===== src/rtl/station_address_table_with_aging_unit_macros.svh =====
// Assertion macros used by the top level of the station address table RTL.
`ifndef STATION_ADDRESS_TABLE_WITH_AGING_UNIT_MACROS_SVH
`define STATION_ADDRESS_TABLE_WITH_AGING_UNIT_MACROS_SVH

// A condition that must hold at every clock edge outside reset.
`define SATA_ASSERT_ALWAYS(lbl, cond, msg) \
  lbl: assert property (@(posedge clk) disable iff (rst) (cond)) else $error(msg);

// A condition that, once seen, must be followed by another in the next cycle.
`define SATA_ASSERT_NEXT(lbl, pre, post, msg) \
  lbl: assert property (@(posedge clk) disable iff (rst) (pre) |=> (post)) else $error(msg);

`endif


===== src/rtl/sata_pkg.sv =====
// Shared types and constants of the station address table.
package sata_pkg;

  localparam int GROUP_BIT = 40;

  // Result status codes.
  localparam logic [2:0] ST_FILTERED = 3'd0;
  localparam logic [2:0] ST_UPDATED  = 3'd1;
  localparam logic [2:0] ST_INSERTED = 3'd2;
  localparam logic [2:0] ST_FULL     = 3'd3;
  localparam logic [2:0] ST_COUNT    = 3'd4;

  // Configuration register indexes and reset values.
  localparam int CFG_IDX_W  = 1;
  localparam int CFG_DATA_W = 17;
  localparam logic [CFG_IDX_W-1:0] CFG_MIN_SIGNAL   = 1'd0;
  localparam logic [CFG_IDX_W-1:0] CFG_TIME_TO_LIVE = 1'd1;
  localparam logic signed [7:0] MIN_SIGNAL_RESET   = -8'sd90;
  localparam logic [16:0]       TIME_TO_LIVE_RESET = 17'd300;

  typedef struct packed {
    logic              action;
    logic [47:0]       station_address;
    logic signed [7:0] signal_dbm;
    logic [31:0]       now_seconds;
  } in_t;

  typedef struct packed {
    logic [2:0] status;
    logic [9:0] live_count;
    logic [9:0] filled_entries;
  } out_t;

  // One table entry as held in the RAM.
  typedef struct packed {
    logic [47:0] key;
    logic [7:0]  strength;
    logic [31:0] seen_time;
  } entry_t;

  localparam int ENTRY_W = $bits(entry_t);

  typedef struct packed {
    logic load;
    logic scan;
    logic finish;
  } dp_cmd_t;

  typedef struct packed {
    logic filtered;
    logic scan_done;
  } dp_stat_t;

endpackage


===== src/rtl/sata_ctrl.sv =====
// Sequencer of the station address table: accept, scan, finish.
module sata_ctrl (
  input  logic               clk,
  input  logic               rst,
  input  logic               start,
  output logic               busy,
  input  sata_pkg::dp_stat_t stat,
  output sata_pkg::dp_cmd_t  cmd
);

  typedef enum logic [1:0] {
    IDLE,
    SCAN,
    FINISH
  } state_t;

  state_t state;

  always_comb begin
    cmd.load   = (state == IDLE) && start;
    cmd.scan   = (state == SCAN) && !stat.filtered;
    cmd.finish = (state == FINISH);
  end

  always_ff @(posedge clk) begin
    if (rst) begin
      state <= IDLE;
      busy  <= 1'b0;
    end else begin
      case (state)
        IDLE: begin
          if (start) begin
            state <= SCAN;
            busy  <= 1'b1;
          end
        end
        SCAN: begin
          if (stat.filtered || stat.scan_done) begin
            state <= FINISH;
          end
        end
        FINISH: begin
          state <= IDLE;
          busy  <= 1'b0;
        end
        default: begin
          state <= IDLE;
          busy  <= 1'b0;
        end
      endcase
    end
  end

endmodule


===== config.mk =====
export PLATFORM = sky130hd
export DESIGN_NAME = sata_ctrl
export DESIGN_NICKNAME = d
export VERILOG_FILES = /design/src/rtl/station_address_table_with_aging_unit_macros.svh /design/src/rtl/sata_pkg.sv /design/src/rtl/sata_ctrl.sv
export SDC_FILE = /design/constraint.sdc
export NUM_CORES = 1
export LEC_CHECK = 0
export BUFFER_PORTS_ARGS = -buffer_cell sky130_fd_sc_hd__buf_2
export CORE_AREA = 2 2 39 41
export DETAILED_ROUTE_END_ITERATION = 10
export DIE_AREA = 0 0 41 43
export PLACE_DENSITY = 0.3
export SLEW_MARGIN = 15
export SYNTH_ARGS = -nofsm -noshare
export SYNTH_HDL_FRONTEND = slang
export SYNTH_SLANG_ARGS = --single-unit

===== constraint.sdc =====
create_clock -name clk -period 1.85 [get_ports clk]
set_input_delay 0.4625 -clock clk [delete_from_list [all_inputs] [get_ports clk]]
set_output_delay 0.4625 -clock clk [all_outputs]
set_load 0.02 [all_outputs]

# == After elaboration in Yosys (flattened, before gate mapping) ==
# Index checks and enable logic that the tools add are counted.
# totals
regBits,3
latch_bits,0
ramBits,0
romBits,0
mem_count,0
# op_classes
addsub,0
multipliers,0
div_mod_pow,0
order_cmp,0
n_eq_ne,4
shift,0
mux,5
bitwise_logic,1
reduce_logical,7
# ops
cell,n
2-to-1 mux 2 bit,2
one-hot mux 2 bit (2 select lines),1
AND reduction 2 bit,2
"== test 2 x 1 -> 1 bit, second input constant",1
"== test 2 bit, second input constant",1
logical AND 1 bit,2
zero test 2 bit,1
"inequality test 2 x 1 -> 1 bit, second input constant",1
"inequality test 2 bit, second input constant",1
one-hot mux 1 bit (2 select lines),1
zero test 1 bit,1
logical OR 1 bit,1
2-to-1 mux 1 bit,1
inverter 1 bit,1

# == Depth between registers and ports, before layout ==
# Gate-level depths: netlist (run 1).
# logic_depth
word_depth,3
ltp_mapped,2

# == Least setup slack after synthesis (run 1) ==
# OpenSTA, ideal clock, no wires.
# synth_timing
path_type,input to output
startpoint,in stat[1] (netlist name)
endpoint,out cmd[1] (netlist name)
arrival_time_ns,0.980
required_ns,1.387
slack_ns,0.407
path_stages,1
cell_sequence,nor3b_1
# synth_via
elab_chain_len,2
# synth_lines
element,line,text
from (decl),sata_ctrl.sv:7,"input sata_pkg::dp_stat_t stat,"
zero test 1 bit,sata_ctrl.sv:21,cmd.scan = (state == SCAN) && !stat.filtered;
logical AND 1 bit,sata_ctrl.sv:21,
to (decl),sata_ctrl.sv:8,output sata_pkg::dp_cmd_t cmd
# Every way passes these cells.

==> results of run 1 <==
[synthesized netlist by cell type]
master                     number  area (um2)
sky130_fd_sc_hd__a211oi_1       1       7.510
sky130_fd_sc_hd__a211oi_2       1       12.51
sky130_fd_sc_hd__and2b_1        1       7.510
sky130_fd_sc_hd__dfxtp_1        3       60.06
sky130_fd_sc_hd__inv_1          1       3.750
sky130_fd_sc_hd__nand2b_1       1       6.260
sky130_fd_sc_hd__nor2_1         2       7.510
sky130_fd_sc_hd__nor3b_1        1       7.510
sky130_fd_sc_hd__nor4b_1        1       8.760
sky130_fd_sc_hd__or3b_1         1       8.760
[metrics by stage]
step | hold WS, ps | total power, uW | util | instances | worst slack, ps
after floorplan | 479.4 | 90.53 | - | 13 | 407.3
after global placement | 452.8 | 103.5 | 0.1374 | 37 | 473.7
after detailed placement | 443.9 | 103.2 | 0.1374 | 37 | 459.2
after CTS | 416.0 | 223.0 | 0.1564 | 41 | 353.7
after global routing | 405.8 | 238.5 | 0.1564 | 41 | 289.4
final | 422.7 | 216.3 | 0.1564 | 41 | 368.5
[power by group]
part	switching, uW	internal (uW)
logic	16.0	12.9
registers	3.69	69.6
clock network	33.3	80.8
[routing by layer]
| layer | track usage | up-vias | routed length, um |
|---|---|---|---|
| met5 | 0 | - | 0 |
| met2 | 0.03750 | 8 | 103 |
| met4 | 0.08000 | 0 | 0 |
| met3 | 0.06283 | 0 | 49 |
| li1 | - | 70 | - |
| met1 | 0.05449 | 56 | 165 |
[cells in the final DEF (no fill, tap or decap)]
master	n
sky130_fd_sc_hd__dfxtp_1	3
sky130_fd_sc_hd__nand2b_1	1
sky130_fd_sc_hd__a211oi_2	1
sky130_fd_sc_hd__a211oi_1	1
sky130_fd_sc_hd__buf_2	8
sky130_fd_sc_hd__clkbuf_1	1
sky130_fd_sc_hd__inv_1	1
sky130_fd_sc_hd__or3b_1	1
sky130_fd_sc_hd__nor3b_1	1
sky130_fd_sc_hd__nor4b_1	1
sky130_fd_sc_hd__clkbuf_4	3
sky130_fd_sc_hd__and2b_1	1
sky130_fd_sc_hd__nor2_1	2
[logic make-up after synthesis]
| family | share of synthesized area |
|---|---|
| compound gates | 0.1539 |
| buf+inv | 0.02882 |
| simple gates | 0.3559 |
| flops | 0.4616 |
[path summary, 6_finish.rpt]
check,startpoint,end,slack (ps),depth (start not counted)
max,state[0],cmd[2],370,3
max reg2reg,state[0],state[0],840,2
min reg2reg,busy,busy,450,2
min,rst,state[0],420,2
[area by class of cell]
cell class / count / share of cell area
multi-input combinational: 9 / 0.3064
clock buffer: 4 / 0.1214
tap: 16 / 0.09249
inverter: 1 / 0.01734
sequential: 3 / 0.2775
timing repair buffer: 8 / 0.1850
[registers in the layout, summed over array words and instances (netlist names)]
register / cells
busy: 1
state: 2
[critical path: cells and delay by family (launching register included)]
kind | cells | cell delay (ps)
and+or+nand+nor | 2 | 300
DFF | 1 | 320
buffers and inverters | 1 | 170
==> results.txt, run 1 <==
* Total power divided by cell area: approximately 1000 nW/um2
- Via density per instance: roughly 3.3
- The via count of the first global-routing pass came to approximately 120.
- For the pin with the worst max-slew slack, the measured transition is ~220 ps.
* Max Clk Rate: roughly 670 MHz
- Period Utilization, post-route: 0.8008
* Standby leakage power: between 0.00009 and 0.0001 uW
- Number of fill cells: 160
- Final Skew: between 0.3 and 0.4 ps
* Clock edge transition at the registers on the reported setup and hold paths: 40 ps
* Number of gates resized after cts: 0
* Post-detailed-routing wire length: 319 um
- In this run the core area contains 14 standard-cell rows.
* Quantity of I/O buffers inserted on ports: 8
- Number of synthesis warnings: 0
- Area added between synthesis and finish: 66.35%
- The first global-routing pass estimated about 500 um of wire.
- In this run the deepest clock path goes through 2 buffers.
* Vertical die dimension: between 40 and 50 um
- The routed layout has ~130 vias.
- Horizontal extent of the die: 41 um
- Measured against its own limit, the worst slew margin works out to 0.8504.
* Post-synth cell types: 10
- In this run the count of I/O pins placed on the die edge is 9.
- Type of the worst setup path: reg -> out
- The path class of the tightest hold or removal check is in -> reg.
- The count of nets left with antenna violations once routing finished came out at 0.
* Number of pins exceeding their max-slew limit in the final report: 0
* Largest net degree at the start of global routing: 7
* Initial Util: 0.09403
- The tree built by TritonCTS fans out to 3 sinks.
- Antenna Cells: 0
- Setup repair after global routing missed its margin: no
- Tmin final: about 1500 ps
- Max cap viols: 0
- Area of combinational cells with multiple inputs: around 66 um2
- Gate Count Post-Synth: 13
- Element type at the critical path start: register
- Stage delay of the slowest cell on the critical path: 320 ps
* Total overflow reported by the global router: 0
- Cell at the slowest stage of the critical path: sky130_fd_sc_hd__dfxtp_1
* Number of synthesized register bits: 3
* WP data required: between 1000 and 1500 ps
- Final Hold Vio Count: 0
* Post-Syn Area: between 100 and 150 um2
- Cell breakdown of the critical path: nand2b_1 -> nor2_1 -> buf_2
- In the final routed layout, each cell accounts on average for 7.780 um.
- Initial antenna violation count: 0
- The first detailed-routing pass ran for 2 iterations.
- TritonCTS built the clock tree.
* Nature of the critical path endpoint: output port
- For this run, the register share of the synthesized area comes to 0.4615.
- Area occupied by registers: roughly 60 um2
* Overall global routing resource usage: 0.05316
* Average size of a mapped cell: 10.01 um2
* Insertion delay to the later sink of the worst-skew pair: approximately 230 ps
- The run finished with clean final reports.
- Floorplan Core Area: ~1400 um2
- For this block, the initial DRC count from the detailed router was 1.
- Of the cells placed in the final design, the portion with a size suffix greater than 1 is 0.4800.
- Total cell area at the placement stage: 190.2 um2
- Setup violations remaining at the end of the flow were counted as 0.
- Post-CTS Setup Repair Bufs: 0
- The number of nets in the synthesized netlist is 18.
- At the worst endpoint, the arrival time is a little over 1000 ps.
* Post-CTS Hold Buffers: 0
- NumNets Final: 31
- The floorplan step defined a die boundary enclosing between 1500 and 2000 um2.
* Remaining design rule violation count: 0
- In this run the number of H-tree levels came out at 1.
- The worst-case IR drop observed on VDD is between 200 and 250 uV.
* Number of buffers added by the clock tree synthesis step: 3
* Clock root cell: sky130_fd_sc_hd__clkbuf_4
- The finished cells cover ~220 um2.
- For the final routed database, the setup TNS stands at 0 ps.
* Max FO, Critical Path: 5
* Routability congestion estimate from global placement: just under 0.6
No activity file was read; power rests on OpenSTA's default activity.
==> run 2: changes to the inputs <==
Clock period 1.85 ns to 1.2 ns, I/O delays scaled along.
==> run 2 against run 1 <==
Utilization up 5.2 points; sequential cell count is the same; worst setup slack lost 380 ps; the flow now finishes with violations (negative setup slack); sequential power is 54% higher; largest power group unchanged; clock power increased by 56%; non-clock buffer count grew 3; combinational power grew to 2.5 times the previous value.
==> results.txt, run 2 (synthesis results as in run 1) <==
* Result of the run: finished with violations (was completed)
- The checks that failed: negative setup slack.
- Post-detailed-routing wire length: 405 um (was 319 um)
* Number of fill cells: 160 (unchanged)
* Worst-margin pin slew: 241.4 ps (was 221.3 ps)
* Clock edge transition at the registers on the reported setup and hold paths: 40 ps (about the same)
* Element type at the critical path start: register (unchanged)
* Mean routed wirelength per cell: 9.205 um (was 7.780 um)
- The post-route setup TNS is -16.39 ps (was 0 ps).
* Area occupied by registers: 65.06 um2 (was 60.06 um2)
* Initial Util: 0.09403 (unchanged)
- Setup repair after global routing missed its margin: yes (was no).
- Area of combinational cells with multiple inputs: 92.59 um2 (was 66.31 um2)
- Via count of the first global-routing pass: 165 (was 118)
- The number of standard-cell rows in the floorplan came to 14 (unchanged).
* Detailed-placement wirelength estimate: roughly 240 um
- The peak supply drop was 555.1 uV (was 219.5 uV).
- In the finished design, the share of the clock period the worst path needs comes to 1.014.
- DRT Pass-1 Iters: 2 (unchanged)
- Insertion delay to the later sink of the worst-skew pair: 230 ps (about the same)
- Largest net degree at the start of global routing: 6 (was 7)
- Tmin final: between 1000 and 1500 ps
- The final clock skew was 3.483 ps (was 0.3832 ps).
- The area added between synthesis and finish was 122.1% (was 66.35%).
- The required time of the worst setup path was 900 ps (was 1390 ps).
- Final critical-path setup slack: -16.39 ps (was 368.5 ps)
- The power density normalized to cell area came to 1261 nW/um2 (was 999.2 nW/um2).
- The number of diodes added for antenna fixing came to 0 (unchanged).
- The kind of capture point of the worst setup path was an output port (unchanged).
- Max FO, Critical Path: 4 (was 5)
* Setup slack after placement: 90.50 ps (was 459.2 ps)
- Post-layout power: 364.5 uW (was 216.3 uW)
* Vertical die dimension: 43 um (unchanged)
- Initial antenna violation count: 0 (unchanged)
- Overall via count from detail_route: 147 (was 134)
- NumNets Final: 34 (was 31)
* Critical path's top delay family: flip-flops (unchanged)
* Most common cell after layout, fill and taps aside: sky130_fd_sc_hd__buf_2 (unchanged)
- The layout cell share with drive strength beyond 1 was 0.7143 (was 0.4800).
* Type of the worst setup path: reg -> out (unchanged)
- Horizontal extent of the die: 41 um (unchanged)
- Routability congestion estimate from global placement: 0.5570 (was 0.5943)
* Final Hold Vio Count: 0 (unchanged)
- The antenna violation net count after detailed routing came to 0 (unchanged).
* Clock Tree Buf Depth: 2 (unchanged)
* Max Clk Rate: around 800 MHz
- The peak per-stage delay on the critical path is 360 ps (was 320 ps).
- Max FFs per register: 2 (unchanged)
- The total count of max-transition violations in the final report came to 0 (unchanged).
- Most used cells in the layout excluding fill and tap cells: sky130_fd_sc_hd__buf_2, sky130_fd_sc_hd__clkbuf_4, sky130_fd_sc_hd__buf_6, sky130_fd_sc_hd__buf_4 (was sky130_fd_sc_hd__buf_2, sky130_fd_sc_hd__dfxtp_1, sky130_fd_sc_hd__clkbuf_4, sky130_fd_sc_hd__nor2_1).
- Post-CTS Hold Buffers: 0 (unchanged)
- Number of H-tree branching levels: 1 (unchanged)
- Class of the worst hold path: in -> reg (unchanged)
- The first-iteration detailed-routing DRC count is 1 (unchanged).
- The TritonCTS buffer count came to 3 (unchanged).
- Biggest register: state (unchanged)
* Via density per instance: 3.341 (was 3.268)
- Largest registers in the final layout: state x2, busy x1 (unchanged).
* Cell at the slowest stage of the critical path: sky130_fd_sc_hd__dfxtp_4 (was sky130_fd_sc_hd__dfxtp_1)
- The clock tree root buffer cell is sky130_fd_sc_hd__clkbuf_4 (unchanged).
* TritonCTS clock tree: built (unchanged)
- Cell breakdown of the critical path: nor3b_4 -> buf_6 (was nand2b_1 -> nor2_1 -> buf_2).
* Overall global routing resource usage: 0.06713 (was 0.05316)
- The aggregate global routing overflow came to 0 (unchanged).
- The number of port buffers came to 8 (unchanged).
* Standby leakage power: 0.0001250 uW (was 0.00009938 uW)
- The die area came to 1763 um2 (unchanged).
- Max-slew headroom at the worst pin: 0.8381 (was 0.8504)
- Remaining design rule violation count: 0 (unchanged)
- Max cap viols: 0 (unchanged)
* First-pass GRT wire length: 683 um (was 496 um)
- The number of clock sinks is 3 (unchanged).
* Setup violation total in the final timing report: 1 (was 0)
* Floorplan Core Area: 1384 um2 (unchanged)
- The critical path data arrival time is 920 ps (was 1020 ps).
* Buffers and inverters on the worst path: 1 (unchanged)
- The top-level port count came to 9 (unchanged).
-- run 2: area by class of cell --
cell class | count | share of cell area
multi-input cells | 9 | 0.3203
repair buffers | 11 | 0.2814
flip-flops and latches | 3 | 0.2251
clock buffers | 4 | 0.09091
well taps | 16 | 0.06926
inverters | 1 | 0.01299
-- run 2: power breakdown --
group	internal [uW]	leakage, uW	switching (uW)
clock network	125	0.0000150	53.7
registers	107	0.0000258	6.53
logic	40.5	0.0000841	32.5
total	272	0.000125	92.8
-- run 2: path summary, 6_finish.rpt --
kind	from	to	slack, ps	cells past startpoint
worst min-delay path	rst	state[0]	260	2
worst max-delay path	state[1]	cmd[1]	-20	2
worst min register to register	busy	busy	480	2
worst max register to register	state[0]	busy	110	4
-- run 2: repair_timing --
action	4_1_cts	5_1_grt
endpoints found under the setup margin	3	3
gates resized for setup	12	2
buffers inserted	2	1
pin swaps	1	0
-- run 2: layer usage --
metal,up-vias,global-route usage,routed length (um)
met2,8,0.08125,194
met1,63,0.06390,177
met5,-,0,0
li1,76,-,-
met4,0,0.06000,0
met3,0,0.06283,33
-- run 2: worst register-to-register path: stages, from the launching register on --
cell                       delay (ps)
sky130_fd_sc_hd__dfxtp_2          320
sky130_fd_sc_hd__nand2b_4         150
sky130_fd_sc_hd__buf_4            130
sky130_fd_sc_hd__buf_4            130
sky130_fd_sc_hd__a211oi_1         270
-- run 2: per-stage QoR --
step | utilization | cells | hold slack, ps | instance area [um2]
detailed placement | 0.1374 | 37 | 466.6 | 190.2
global route | 0.2089 | 44 | 251.3 | 289.0
CTS | 0.1962 | 43 | 248.2 | 271.5
finish | 0.2089 | 44 | 258.7 | 289.0
floorplan | - | 13 | 364.6 | 130.1
global placement | 0.1374 | 37 | 453.8 | 190.2
==> run 3: changes to the inputs <==
Settings changed: SETUP_SLACK_MARGIN set to 0.4.
Clock period 1.2 ns to 1.05 ns, I/O delays scaled along.
==> run 3 against run 2 <==
The run still ends with negative setup slack left; highest routed layer unchanged; combinational power increased by 35%; sequential share of layout area decreased by 2.8 points; power increased by 20%; largest power group unchanged; utilization increased by 3.4 points.
==> results.txt, run 3 (synthesis results as in run 1) <==
* Nature of the critical path endpoint: output port (unchanged)
* Class of the worst hold path: in -> reg (unchanged)
- The proportion of power drawn by flip-flops and latches came to 0.300 (was 0.310).
- Derived from the worst setup path, the maximum achievable clock frequency is 843.1 MHz.
- Worst-margin pin slew: 192.4 ps (was 241.4 ps)
- The total count of max-transition violations in the final report was 0 (unchanged).
- Max FFs per register: 2 (unchanged)
- The width of the die is 41 um (unchanged).
- The cell type group with the largest total delay on the critical path was flip-flops (unchanged).
- Clock root cell: sky130_fd_sc_hd__clkbuf_4 (unchanged)
- The post-route standard cell area excluding fillers came to 336.6 um2 (was 289.0 um2).
* Post-detailed-routing wire length: 355 um (was 405 um)
* Share of power burned in the clock network: 0.474 (was 0.489)
- Stage delay of the slowest cell on the critical path: 360 ps (about the same)
- The worst setup margin is -136.1 ps (was -16.39 ps).
* Setup slack after placement: 29.89 ps (was 90.50 ps)
- Max FO, Critical Path: 4 (unchanged)
- Most used cells in the layout excluding fill and tap cells: sky130_fd_sc_hd__buf_6, sky130_fd_sc_hd__buf_2, sky130_fd_sc_hd__clkbuf_4, sky130_fd_sc_hd__a211oi_2, sky130_fd_sc_hd__dfxtp_2 (was sky130_fd_sc_hd__buf_2, sky130_fd_sc_hd__clkbuf_4, sky130_fd_sc_hd__buf_6, sky130_fd_sc_hd__buf_4)
* Rows: 14 (unchanged)
- The number of clock sinks was 3 (unchanged).
- The minimum setup slack among reg-to-reg paths came to 80 ps (was 110 ps).
- The area after detailed placement came to 235.2 um2 (was 190.2 um2).
* R2R depth: 2 (was 4)
- The area inside the core boundary came to 1384 um2 (unchanged).
- DRT Pass-1 Iters: 1 (was 2)
- TritonCTS clock tree: built (unchanged)
- Buffers and inverters on the worst path: 2 (was 1)
- Remaining antenna violation count after routing: 0 (unchanged)
- Result of the run: finished with violations (unchanged)
- Number of H-tree branching levels: 1 (unchanged)
* Setup repair after global routing missed its margin: yes (unchanged)
- The layout cell share with drive strength beyond 1 is 0.8621 (was 0.7143).
- Largest registers in the final layout: state x2, busy x1 (unchanged).
- The final weighted congestion of routability-driven global placement came to 0.5902 (was 0.5570).
- The routed via count divided by cell count is 3.356 (was 3.341).
* Post-layout power: 436.3 uW (was 364.5 uW)
- Number of buffers added by the clock tree synthesis step: 3 (unchanged)
- The required time of the worst setup path came to 790 ps (was 900 ps).
- Initial Util: 0.09403 (unchanged)
- The peak supply drop is 357.2 uV (was 555.1 uV).
- Initial antenna violation count: 0 (unchanged)
- The die area came to 1763 um2 (unchanged).
* Remaining design rule violation count: 0 (unchanged)
- Cell at the slowest stage of the critical path: sky130_fd_sc_hd__dfxtp_4 (unchanged)
* Hold path depth: 2 (unchanged)
- The first-iteration detailed-routing DRC count came to 0 (was 1).
* Element type at the critical path start: register (unchanged)
- Type of the worst setup path: reg -> out (unchanged)
- Hold_ws: 236.1 ps (was 258.7 ps)
- Final Skew: 1.444 ps (was 3.483 ps)
- Via count of the first global-routing pass: 147 (was 165)
- Overall global routing resource usage: 0.05912 (was 0.06713)
- Total power divided by cell area: 1296 nW/um2 (was 1261 nW/um2)
* Boundary pin count: 9 (unchanged)
* Biggest register: state (unchanged)
- Cell breakdown of the critical path: buf_12 -> nor2_4 -> buf_6 (was nor3b_4 -> buf_6)
- Clock Tree Buf Depth: 2 (unchanged)
* Antenna Cells: 0 (unchanged)
- The area added between synthesis and finish was 158.7% (was 122.1%).
- The chip height came to 43 um (unchanged).
- Counting I/O delays and the setup requirement, the final critical path takes roughly 1200 ps.
- Standby leakage power: 0.0001397 uW (was 0.0001250 uW)
* Switching power of the nets: 112.0 uW (was 92.79 uW)
- Dividing the final minimum period by the clock period gives 1.130.
- The net switching share of the total power came to 0.2566 (was 0.2545).
- Instance count on the critical path: 3 (was 2)
- Number of fill cells: 159 (was 160)
* Overall via count from detail_route: 151 (was 147)
- Violated checks: negative setup slack (unchanged).
- The number of setup violations in the final report came to 3 (was 1).
- Quantity of I/O buffers inserted on ports: 8 (unchanged)
* Arrival time of data at the critical path endpoint: 920 ps (about the same)
- The max-capacitance violation count was 0 (unchanged).
- The wire length of the first global-routing pass came to 586 um (was 683 um).
- Max-slew headroom at the worst pin: 0.8714 (was 0.8381)
- The largest net degree at the start of global routing was 6 (unchanged).
- The average wire per cell in the routed design was 7.889 um (was 9.205 um).
- The clock latency on the worst-skew pair is 230 ps (about the same).
- Clock edge transition at the registers on the reported setup and hold paths: 40 ps (about the same)
* Combinational group share of total power: 0.226 (was 0.200)
* NumNets Final: 35 (was 34)
* Total negative slack: -385.5 ps (was -16.39 ps)
- The aggregate global routing overflow is 0 (unchanged).
* Internal Pwr Total: 324.3 uW (was 271.8 uW)
- The hold violation count in the final report is 0 (unchanged).
- Most common cell after layout, fill and taps aside: sky130_fd_sc_hd__buf_6 (was sky130_fd_sc_hd__buf_2)
[run 3: cell type report]
class	instances	area [um2]	share of cell area
Sequential cell	3	66.31	0.1970
Inverter	1	3.754	0.01115
Timing Repair Buffer	12	115.1	0.3420
Tap cell	16	20.02	0.05948
Clock buffer	4	26.28	0.07807
Multi-Input combinational cell	9	105.1	0.3123
[run 3: power groups by stage]
stage / clock network [uW] / registers [uW] / logic (uW)
2_1_floorplan: 0 / 136 / 39.5
3_3_place_gp: 0 / 133 / 67.5
3_5_place_dp: 0 / 134 / 67.4
4_1_cts: 220 / 131 / 96.2
5_1_grt: 227 / 132 / 105
6_report: 207 / 131 / 98.6
[run 3: per-layer routing]
metal / GRT usage / wire length, um / vias up / share of wire
li1: - / - / 79 / -
met1: 0.05112 / 135 / 67 / 0.38
met2: 0.06875 / 193 / 5 / 0.54
met3: 0.03141 / 26 / 0 / 0.073
met4: 0.1000 / 0 / 0 / 0
met5: 0 / 0 / - / 0
[run 3: per-stage QoR]
step,utilization,cells
3_3_place_gp,0.1700,37
5_1_grt,0.2432,45
6_report,0.2432,45
3_5_place_dp,0.1700,37
2_1_floorplan,-,13
4_1_cts,0.2351,44
[run 3: final timing paths]
path | from | endpoint
min reg2reg | busy | busy
min | rst | state[0]
max reg2reg | state[0] | state[0]
max | state[1] | cmd[2]
[run 3: timing repair]
| action | 4_1_cts | 5_1_grt |
|---|---|---|
| hold buffers | 0 | 0 |
| buffers inserted | 3 | 1 |
| pin swaps | 2 | 1 |
| setup endpoints to repair | 7 | 7 |
| gates resized for setup | 9 | 1 |
| hold endpoints to repair | 0 | 0 |
